[src/rtl/core/sesq_pkg.sv]
// ----------------------------------------------------------------------------
// sesq_pkg
// Shared types and constants for the SPI EEPROM access sequencer.
// ----------------------------------------------------------------------------
`default_nettype none

package sesq_pkg;

    localparam int ADDR_W     = 24;
    localparam int ADDR_BITS  = 24;
    localparam int PAGE_BYTES = 256;
    localparam int PAGE_BITS  = $clog2(PAGE_BYTES);
    localparam int STREAM_W   = ADDR_W + 1;
    localparam int STEP_W     = 4;
    localparam int IN_TDATA_W  = 32;
    localparam int IN_TUSER_W  = 2;
    localparam int OUT_TDATA_W = 8;
    localparam int OUT_TUSER_W = 3;

    localparam logic [ADDR_W-1:0] ADDR_MASK =
        ADDR_W'((STREAM_W'(1) << ADDR_BITS) - STREAM_W'(1));

    localparam logic [7:0] CMD_READ  = 8'h03;
    localparam logic [7:0] CMD_WREN  = 8'h06;
    localparam logic [7:0] CMD_WRITE = 8'h02;

    // Entry points into the command sequences
    localparam logic [STEP_W-1:0] STEP_FIRST     = STEP_W'(0);
    localparam logic [STEP_W-1:0] STEP_READ_RECV = STEP_W'(7);
    localparam logic [STEP_W-1:0] STEP_WR_DATA   = STEP_W'(11);

    typedef enum logic [1:0] {
        OP_READ  = 2'd0,
        OP_WRITE = 2'd1,
        OP_RX    = 2'd2,
        OP_NONE  = 2'd3
    } op_t;

    typedef enum logic [2:0] {
        ACT_DESELECT = 3'd0,
        ACT_SELECT   = 3'd1,
        ACT_WAIT     = 3'd2,
        ACT_SEND     = 3'd3,
        ACT_RECEIVE  = 3'd4,
        ACT_PROGRAM  = 3'd5,
        ACT_DATA     = 3'd6
    } action_t;

    typedef enum logic [1:0] {
        KIND_READ  = 2'd0,
        KIND_WRITE = 2'd1,
        KIND_DATA  = 2'd2
    } kind_t;

    typedef struct packed {
        kind_t               kind;
        logic [STEP_W-1:0]   start;
        logic [ADDR_W-1:0]   addr;
        logic [7:0]          dbyte;
        logic                close;
    } job_t;

    typedef struct packed {
        logic full;
        logic valid;
    } q_stat_t;

endpackage

`default_nettype wire

[src/rtl/core/sesq_front.sv]
// ----------------------------------------------------------------------------
// sesq_front
// Accepts requests, tracks the read stream and write state, and issues jobs.
// ----------------------------------------------------------------------------
`default_nettype none

module sesq_front (
    input  wire logic                     clk,
    input  wire logic                     rst_n,
    input  wire logic                     in_valid,
    output logic                          in_ready,
    input  wire logic [1:0]               op,
    input  wire logic [sesq_pkg::ADDR_W-1:0] address,
    input  wire logic [7:0]               data,
    input  wire logic                     last,
    input  wire sesq_pkg::q_stat_t        q_stat,
    output logic                          push,
    output sesq_pkg::job_t                job
);
    import sesq_pkg::*;

    logic [STREAM_W-1:0] sa_reg, sa_next;
    logic                sv_reg, sv_next;
    logic                wo_reg, wo_next;
    logic [7:0]          cached_reg, cached_next;

    logic                accept;
    logic [ADDR_W-1:0]   addr_m;
    logic [STREAM_W-1:0] addr_ext;
    logic [STREAM_W-1:0] addr_inc;
    logic [STREAM_W-1:0] wr_base;
    logic [STREAM_W-1:0] wr_inc;
    logic                sv_rd;
    logic                close;
    op_t                 op_c;

    assign in_ready = !q_stat.full;
    assign accept   = in_valid && in_ready;
    assign op_c     = op_t'(op);
    assign addr_m   = address & ADDR_MASK;
    assign addr_ext = {1'b0, addr_m};
    assign addr_inc = addr_ext + STREAM_W'(1);
    assign wr_base  = wo_reg ? sa_reg : addr_ext;
    assign wr_inc   = wr_base + STREAM_W'(1);
    assign close    = last || (wr_inc[PAGE_BITS-1:0] == '0);
    // a read drops any open write and with it the stream
    assign sv_rd    = sv_reg && !wo_reg;

    always_comb
    begin
        sa_next     = sa_reg;
        sv_next     = sv_reg;
        wo_next     = wo_reg;
        cached_next = cached_reg;
        push        = 1'b0;
        job.kind    = KIND_DATA;
        job.start   = STEP_FIRST;
        job.addr    = addr_m;
        job.dbyte   = data;
        job.close   = 1'b0;
        if (accept)
        begin
            unique case (op_c)
                OP_READ:
                begin
                    push    = 1'b1;
                    wo_next = 1'b0;
                    sv_next = sv_rd;
                    if (sv_rd && (addr_inc == sa_reg))
                    begin
                        job.kind  = KIND_DATA;
                        job.dbyte = cached_reg;
                    end
                    else if (sv_rd && (addr_ext == sa_reg))
                    begin
                        job.kind  = KIND_READ;
                        job.start = STEP_READ_RECV;
                    end
                    else
                    begin
                        job.kind = KIND_READ;
                        sa_next  = addr_ext;
                        sv_next  = 1'b1;
                    end
                end
                OP_WRITE:
                begin
                    push      = 1'b1;
                    job.kind  = KIND_WRITE;
                    job.start = wo_reg ? STEP_WR_DATA : STEP_FIRST;
                    job.addr  = wr_base[ADDR_W-1:0];
                    job.close = close;
                    sa_next   = wr_inc;
                    wo_next   = !close;
                    sv_next   = wo_reg && sv_reg && !last;
                end
                OP_RX:
                begin
                    push        = 1'b1;
                    cached_next = data;
                    if (sv_reg)
                    begin
                        sa_next = sa_reg + STREAM_W'(1);
                    end
                end
                OP_NONE:
                begin
                    push = 1'b0;
                end
            endcase
        end
    end

    always_ff @(posedge clk or negedge rst_n)
    begin
        if (!rst_n)
        begin
            sa_reg     <= '0;
            sv_reg     <= 1'b0;
            wo_reg     <= 1'b0;
            cached_reg <= '0;
        end
        else
        begin
            sa_reg     <= sa_next;
            sv_reg     <= sv_next;
            wo_reg     <= wo_next;
            cached_reg <= cached_next;
        end
    end

endmodule

`default_nettype wire

[src/rtl/core/sesq_queue.sv]
// ----------------------------------------------------------------------------
// sesq_queue
// Two-entry job queue between the front and back ends.
// ----------------------------------------------------------------------------
`default_nettype none

module sesq_queue (
    input  wire logic           clk,
    input  wire logic           rst_n,
    input  wire logic           wr_en,
    input  wire sesq_pkg::job_t wr_job,
    input  wire logic           rd_en,
    output sesq_pkg::job_t      rd_job,
    output sesq_pkg::q_stat_t   stat
);
    import sesq_pkg::*;

    job_t       mem [2];
    logic       wr_ptr_reg, wr_ptr_next;
    logic       rd_ptr_reg, rd_ptr_next;
    logic [1:0] count_reg, count_next;
    logic       do_wr;
    logic       do_rd;

    assign stat.full  = (count_reg == 2'd2);
    assign stat.valid = (count_reg != 2'd0);
    assign do_wr      = wr_en && !stat.full;
    assign do_rd      = rd_en && stat.valid;
    assign rd_job     = mem[rd_ptr_reg];

    always_comb
    begin
        wr_ptr_next = wr_ptr_reg ^ do_wr;
        rd_ptr_next = rd_ptr_reg ^ do_rd;
        count_next  = count_reg + {1'b0, do_wr} - {1'b0, do_rd};
    end

    always_ff @(posedge clk)
    begin
        if (do_wr)
        begin
            mem[wr_ptr_reg] <= wr_job;
        end
    end

    always_ff @(posedge clk or negedge rst_n)
    begin
        if (!rst_n)
        begin
            wr_ptr_reg <= 1'b0;
            rd_ptr_reg <= 1'b0;
            count_reg  <= '0;
        end
        else
        begin
            wr_ptr_reg <= wr_ptr_next;
            rd_ptr_reg <= rd_ptr_next;
            count_reg  <= count_next;
        end
    end

endmodule

`default_nettype wire

[src/rtl/core/sesq_back.sv]
// ----------------------------------------------------------------------------
// sesq_back
// Expands each job into its SPI action sequence, one action per cycle while the output is not stalled.
// ----------------------------------------------------------------------------
`default_nettype none

module sesq_back (
    input  wire logic              clk,
    input  wire logic              rst_n,
    input  wire sesq_pkg::q_stat_t q_stat,
    input  wire sesq_pkg::job_t    q_job,
    output logic                   pop,
    output logic                   out_valid,
    input  wire logic              out_ready,
    output sesq_pkg::action_t      action,
    output logic [7:0]             value,
    output logic                   run_end
);
    import sesq_pkg::*;

    job_t              cur_reg;
    logic              cur_valid_reg, cur_valid_next;
    logic [STEP_W-1:0] step_reg, step_next;
    logic              m_valid_reg, m_valid_next;
    action_t           m_act_reg;
    logic [7:0]        m_val_reg;
    logic              m_last_reg;

    action_t           d_act;
    logic [7:0]        d_val;
    logic              d_last;
    logic              out_free;
    logic              emit;

    // step decode; writes share one table, continuation writes enter at the data byte
    always_comb
    begin
        d_act  = ACT_DESELECT;
        d_val  = '0;
        d_last = 1'b0;
        unique case (cur_reg.kind)
            KIND_READ:
            begin
                unique case (step_reg)
                    4'd0: d_act = ACT_DESELECT;
                    4'd1: d_act = ACT_WAIT;
                    4'd2: d_act = ACT_SELECT;
                    4'd3: begin d_act = ACT_SEND; d_val = CMD_READ; end
                    4'd4: begin d_act = ACT_SEND; d_val = cur_reg.addr[23:16]; end
                    4'd5: begin d_act = ACT_SEND; d_val = cur_reg.addr[15:8]; end
                    4'd6: begin d_act = ACT_SEND; d_val = cur_reg.addr[7:0]; end
                    default:
                    begin
                        d_act  = ACT_RECEIVE;
                        d_last = 1'b1;
                    end
                endcase
            end
            KIND_WRITE:
            begin
                unique case (step_reg)
                    4'd0, 4'd4: d_act = ACT_DESELECT;
                    4'd1, 4'd5: d_act = ACT_WAIT;
                    4'd2, 4'd6: d_act = ACT_SELECT;
                    4'd3:  begin d_act = ACT_SEND; d_val = CMD_WREN; end
                    4'd7:  begin d_act = ACT_SEND; d_val = CMD_WRITE; end
                    4'd8:  begin d_act = ACT_SEND; d_val = cur_reg.addr[23:16]; end
                    4'd9:  begin d_act = ACT_SEND; d_val = cur_reg.addr[15:8]; end
                    4'd10: begin d_act = ACT_SEND; d_val = cur_reg.addr[7:0]; end
                    4'd11:
                    begin
                        d_act  = ACT_SEND;
                        d_val  = cur_reg.dbyte;
                        d_last = !cur_reg.close;
                    end
                    4'd12: d_act = ACT_DESELECT;
                    default:
                    begin
                        d_act  = ACT_PROGRAM;
                        d_last = 1'b1;
                    end
                endcase
            end
            default:
            begin
                d_act  = ACT_DATA;
                d_val  = cur_reg.dbyte;
                d_last = 1'b1;
            end
        endcase
    end

    assign out_free = !m_valid_reg || out_ready;
    assign emit     = cur_valid_reg && out_free;
    assign pop      = q_stat.valid && (!cur_valid_reg || (emit && d_last));

    always_comb
    begin
        cur_valid_next = cur_valid_reg;
        step_next      = step_reg;
        if (pop)
        begin
            cur_valid_next = 1'b1;
            step_next      = q_job.start;
        end
        else if (emit)
        begin
            cur_valid_next = !d_last;
            step_next      = step_reg + STEP_W'(1);
        end
        m_valid_next = emit || (m_valid_reg && !out_ready);
    end

    always_ff @(posedge clk or negedge rst_n)
    begin
        if (!rst_n)
        begin
            cur_valid_reg <= 1'b0;
            m_valid_reg   <= 1'b0;
        end
        else
        begin
            cur_valid_reg <= cur_valid_next;
            m_valid_reg   <= m_valid_next;
        end
    end

    always_ff @(posedge clk)
    begin
        step_reg <= step_next;
        if (pop)
        begin
            cur_reg <= q_job;
        end
        if (emit)
        begin
            m_act_reg  <= d_act;
            m_val_reg  <= d_val;
            m_last_reg <= d_last;
        end
    end

    assign out_valid = m_valid_reg;
    assign action    = m_act_reg;
    assign value     = m_val_reg;
    assign run_end   = m_last_reg;

endmodule

`default_nettype wire

[src/rtl/core/spi_eeprom_access_sequencer_unit.sv]
// ----------------------------------------------------------------------------
// spi_eeprom_access_sequencer_unit
// Byte-level EEPROM read/write requests in, SPI bus actions out.
// ----------------------------------------------------------------------------
// The block emits one SPI action per clock while the output is not stalled.
// A request produces between one and fourteen actions (cached read, stream
// read and received byte: one; fresh read: eight; write byte: one, three,
// twelve or fourteen). The action expander works on one request at a time
// and, stepping through one sequence table entry per cycle unless the output
// stalls, sets the rate. Requests are classified and the stream/write state
// updated in the cycle they are accepted; a two-entry job queue lets the
// input side take up to two further requests while a sequence is still being
// played out, and an output register decouples the result stream. When the
// expander is idle the first action of a request passes through the job queue,
// the current-job register and the output register before it is offered.
`default_nettype none

module spi_eeprom_access_sequencer_unit (
    input  wire logic                              clk,
    input  wire logic                              rst_n,
    input  wire logic                              s_axis_tvalid,
    output logic                                   s_axis_tready,
    // address[23:0], data[31:24]
    input  wire logic [sesq_pkg::IN_TDATA_W-1:0]  s_axis_tdata,
    // op[1:0]
    input  wire logic [sesq_pkg::IN_TUSER_W-1:0]  s_axis_tuser,
    input  wire logic                              s_axis_tlast,
    output logic                                   m_axis_tvalid,
    input  wire logic                              m_axis_tready,
    // value[7:0]
    output logic [sesq_pkg::OUT_TDATA_W-1:0]       m_axis_tdata,
    // action[2:0]
    output logic [sesq_pkg::OUT_TUSER_W-1:0]       m_axis_tuser,
    output logic                                   m_axis_tlast
);
    import sesq_pkg::*;

    logic      push;
    job_t      f_job;
    job_t      q_job;
    q_stat_t   q_stat;
    logic      pop;
    action_t   action;
    logic [7:0] value;

    sesq_front u_front (
        .clk      (clk),
        .rst_n    (rst_n),
        .in_valid (s_axis_tvalid),
        .in_ready (s_axis_tready),
        .op       (s_axis_tuser),
        .address  (s_axis_tdata[23:0]),
        .data     (s_axis_tdata[31:24]),
        .last     (s_axis_tlast),
        .q_stat   (q_stat),
        .push     (push),
        .job      (f_job)
    );

    sesq_queue u_queue (
        .clk    (clk),
        .rst_n  (rst_n),
        .wr_en  (push),
        .wr_job (f_job),
        .rd_en  (pop),
        .rd_job (q_job),
        .stat   (q_stat)
    );

    sesq_back u_back (
        .clk       (clk),
        .rst_n     (rst_n),
        .q_stat    (q_stat),
        .q_job     (q_job),
        .pop       (pop),
        .out_valid (m_axis_tvalid),
        .out_ready (m_axis_tready),
        .action    (action),
        .value     (value),
        .run_end   (m_axis_tlast)
    );

    assign m_axis_tdata = value;
    assign m_axis_tuser = action;

`ifndef SYNTHESIS
    // input is only held off by a full job queue
    assert property (@(posedge clk) disable iff (!rst_n)
        !s_axis_tready |-> q_stat.full)
        else $error("input stalled with queue space free");

    // returned data always closes its request
    assert property (@(posedge clk) disable iff (!rst_n)
        (m_axis_tvalid && (action == ACT_DATA)) |-> m_axis_tlast)
        else $error("read data not marked as run end");

    // a program wait always closes a write transaction
    assert property (@(posedge clk) disable iff (!rst_n)
        (m_axis_tvalid && (action == ACT_PROGRAM)) |-> m_axis_tlast)
        else $error("program wait not marked as run end");

    // nothing is popped from an empty queue
    assert property (@(posedge clk) disable iff (!rst_n)
        pop |-> q_stat.valid)
        else $error("pop from empty job queue");
`endif

endmodule

`default_nettype wire
[config.mk]
export PLATFORM = sky130hd
export DESIGN_NAME = spi_eeprom_access_sequencer_unit
export DESIGN_NICKNAME = d
export VERILOG_FILES = /design/src/rtl/core/sesq_pkg.sv /design/src/rtl/core/sesq_front.sv /design/src/rtl/core/sesq_queue.sv /design/src/rtl/core/sesq_back.sv /design/src/rtl/core/spi_eeprom_access_sequencer_unit.sv
export SDC_FILE = /design/constraint.sdc
export NUM_CORES = 1
export LEC_CHECK = 0
export ABC_AREA = 1
export ABC_CLOCK_PERIOD_IN_PS = 8160
export BUFFER_PORTS_ARGS = -buffer_cell sky130_fd_sc_hd__buf_2
export CELL_PAD_IN_SITES_DETAIL_PLACEMENT = 1
export CELL_PAD_IN_SITES_GLOBAL_PLACEMENT = 1
export CORE_ASPECT_RATIO = 1.25
export CORE_UTILIZATION = 50
export CTS_BUF_LIST = sky130_fd_sc_hd__clkbuf_4 sky130_fd_sc_hd__clkbuf_8 sky130_fd_sc_hd__clkbuf_16
export CTS_CLUSTER_SIZE = 10
export DETAILED_ROUTE_END_ITERATION = 10
export PLACE_DENSITY_LB_ADDON = 0.1
export SYNTH_ARGS = -nofsm -noshare
export SYNTH_HDL_FRONTEND = slang
export SYNTH_SLANG_ARGS = --single-unit
[constraint.sdc]
create_clock -name clk -period 8.16 [get_ports clk]
set_clock_uncertainty 0.1 [all_clocks]
set_input_delay 0.816 -clock clk [delete_from_list [all_inputs] [get_ports clk]]
set_output_delay 0.816 -clock clk [all_outputs]
set_load 0.1 [all_outputs]
==> results.md <==
* Initial Utilization at 51.6%
* Yosys cell types at 42
* Clock Sink Count at 168
* Dominant register cell in the synthesized netlist: edfxtp_1
* DIE WIDTH at 134 µm
* Via/cell ratio at 5.87
* Synthesis warning total at 0
* Most frequent cells in the layout: nand2_1, inv_1, nor2_1, edfxtp_1, nand3_1
* Worst Reg-to-Reg Cells at 18
* I/O pins at 53
* Fmax at 0.278 GHz
* Worst setup path endpoint: u_queue.count_reg[1]$_DFF_PN0_
* Clock Tree Buf Depth at 2
* Worst-skew pair later-pin latency at 0.44 ns
* Area Overhead vs Synth at 9.52%
* RSZ-0062 raised after global routing: no
* Critical register-to-register path startpoint: u_back.step_reg[1]$_DFFE_PP_
* Fin. max-slew vios at 0
* Startpoint Class: flip-flop
* Final period utilization at 44.1%
* Fillers at 2696
* Reg2reg setup slack at 4.56 ns
* VDD IR max at 0.278 mV
* Area after DPL at 11300 µm²
* Post-CTS Setup Repair Bufs at 0
* Worst R2R End: u_queue.count_reg[1]$_DFF_PN0_
* Post-Syn Instances at 1495
* Storage cell area at 4840 µm²
* Setup CP Type: flip-flop to flip-flop
* Post-synth EDFFs at 127
* CTS H-tree depth at 4
* Leakage dissipation at 5.54 nW
* Final nets at 1577
* CP Max Fanout at 9
* Hold_sp: u_front.cached_reg[6]$_DFFE_PN0P_
* CTS buffer count at 17
* Gr ovfl total at 0
* Die area at 22300 µm²
* Crit-path cells: inv_1, ha_1, inv_1, nor2_2, nor2_1, nand2_1, nor2_1, o211ai_1, a21oi_1, nand2_1, nand2_1, nand2_1, inv_1, ha_1, inv_1, ha_1, xnor2_1, xor2_1
* Final setup TNS at 0 ns
* Final Critical Period at 3.60 ns
* Antenna-violating nets left at 0
* Syn avg cell area at 7.26 µm²
* Most common cell after layout, fill and taps aside: nand2_1
* Final hold viol count at 0
* Pwr/cell area at 381 nW/µm²
* Slew @ Worst Pin at 1.15 ns
* Core Area at 21000 µm²
* Seq/Total Area, Yosys at 44.6%
* # resized after CTS at 0
* Crit-path slowest cell: edfxtp_1
* # DRC at 0
* Vias in the first global route at 11200
* First-pass DRT Iterations at 6
* Yosys reg bits at 168
* Vias at 10600
* GR Util All Layers at 38.3%
* Root buf cell: clkbuf_16
* Largest net degree at the start of global routing at 56
* Multi-input gate area at 5090 µm²
* Critical Path Sink Type: flip-flop
* Die height at 167 µm
* Status: complete, no violations
* Post-synth ARST share at 24.4%
* CTS tree: built
* Max reg flops at 76
* Mean routed wirelength per cell at 22.9 µm
* Post-Route WL at 41300 µm
* CP max stage delay at 0.46 ns
* Arrival @ worst endpoint at 3.86 ns
* CP Launch Point: u_back.step_reg[1]$_DFFE_PP_
* IO Port Bufs at 52
* Antenna cell count at 0
* Rows at 59
* Layout cells sized above 1 at 8.40%
* Design area at 11900 µm²
* HP Class: flip-flop to flip-flop
* CP Data Required Time at 8.42 ns
* GPL Wtd Cong at 1.05
* Initial antenna violation count at 0
* DRT iter0 DRCs at 764
* Syn Std Cell Area at 10800 µm²
* Rel. slew slack at 23.5%
* HPWL Detailed at 31100 µm
* Cts hold-fix bufs at 0
* Clk slew on worst S/H paths at 0.07 ns
* Final setup fails at 0
* Mapped Nets at 1550
* Global-route wire length before repair at 63800 µm
* Max_cap viols at 0
==> cells in the mapped netlist, types with 2 or more instances <==
master,number,area [µm²]
inv_2,2,7.51
a221oi_1,11,96.3
o211ai_1,4,30.0
buf_1,6,22.5
nand2_1,583,2190
nor2_4,2,22.5
nor2_1,128,480
xnor2_1,9,78.8
xor2_1,19,166
a22oi_1,4,30.0
nor3_1,15,75.1
nor4_1,2,12.5
o21ai_1,2,10.0
o22ai_1,2,12.5
o21ai_0,78,390
a21o_1,3,22.5
o21bai_1,3,22.5
a31oi_1,12,75.1
clkbuf_2,2,10.0
edfxtp_1,127,3810
nand2_2,12,75.1
o221ai_1,6,52.6
nand3_1,111,556
inv_1,174,653
nand3_2,6,60.1
nand4_1,30,188
buf_2,15,75.1
nor2_8,2,40.0
a21oi_1,21,105
dfrtp_1,41,1030
clkbuf_1,32,120
nor2_2,6,37.5
ha_1,16,200
==> worst min-delay path by stage <==
stage,endpoint,slack [ns],cells past startpoint
2_1_floorplan,u_front.cached_reg[0]$_DFFE_PN0P_,0.35,2
3_3_place_gp,u_front.cached_reg[6]$_DFFE_PN0P_,0.37,2
4_1_cts,u_front.cached_reg[6]$_DFFE_PN0P_,0.40,2
3_5_place_dp,u_front.cached_reg[6]$_DFFE_PN0P_,0.38,2
6_report,u_front.cached_reg[6]$_DFFE_PN0P_,0.41,2
5_1_grt,u_front.cached_reg[6]$_DFFE_PN0P_,0.43,2
==> logic make-up after synthesis <==
kind of cell / share of synthesized area (%)
AND/OR/NAND/NOR: 34.8
buffers and inverters: 8.47
flip-flops: 44.6
AO/OA/AOI/OAI: 7.98
XOR/XNOR: 2.26
adder cells (fa/ha/maj): 1.85
==> routing by layer <==
metal  part of all wire (%)  global-route usage [%]  wire length, µm
met1                     37                    42.8            15300
met2                     51                    68.1            21100
met3                    5.5                    4.96             2290
met4                    6.5                    24.6             2670
met5                      0                       0                0
==> worst max-delay path: cells and delay by family, from the launching register on <==
family | cells | cell delay [ns]
buf+inv | 4 | 0.43
simple gates | 7 | 1.06
compound gates | 2 | 0.34
xor+xnor | 2 | 0.35
fa+ha+maj | 3 | 0.77
flops | 1 | 0.46
==> stage by stage <==
step / util [%] / hold WS, ns / setup WS [ns] / std cells / power, W
2_1_floorplan: - / 0.353 / 5.16 / 1495 / 0.00297
3_3_place_gp: 53.7 / 0.369 / 4.55 / 1777 / 0.00355
3_5_place_dp: 53.7 / 0.380 / 4.52 / 1777 / 0.00367
4_1_cts: 56.5 / 0.401 / 4.54 / 1809 / 0.00449
5_1_grt: 56.5 / 0.434 / 4.29 / 1809 / 0.00475
6_report: 56.5 / 0.407 / 4.56 / 1809 / 0.00452
==> area by class of cell <==
| type | count | share of cell area [%] |
|---|---|---|
| Sequential cell | 168 | 40.7 |
| Multi-Input combinational cell | 1093 | 42.9 |
| Inverter | 177 | 5.59 |
| Clock inverter | 15 | 1.33 |
| Timing Repair Buffer | 65 | 3.01 |
| Clock buffer | 17 | 3.58 |
| Tap cell | 274 | 2.89 |
==> power breakdown <==
group	leakage, nW	switching [W]	total (W)	internal [W]
Sequential	1.71	0.000317	0.00166	0.00134
Clock	0.282	0.000403	0.000813	0.000410
Combinational	3.55	0.00156	0.00205	0.000494
Power figures use the tool's default switching activity.
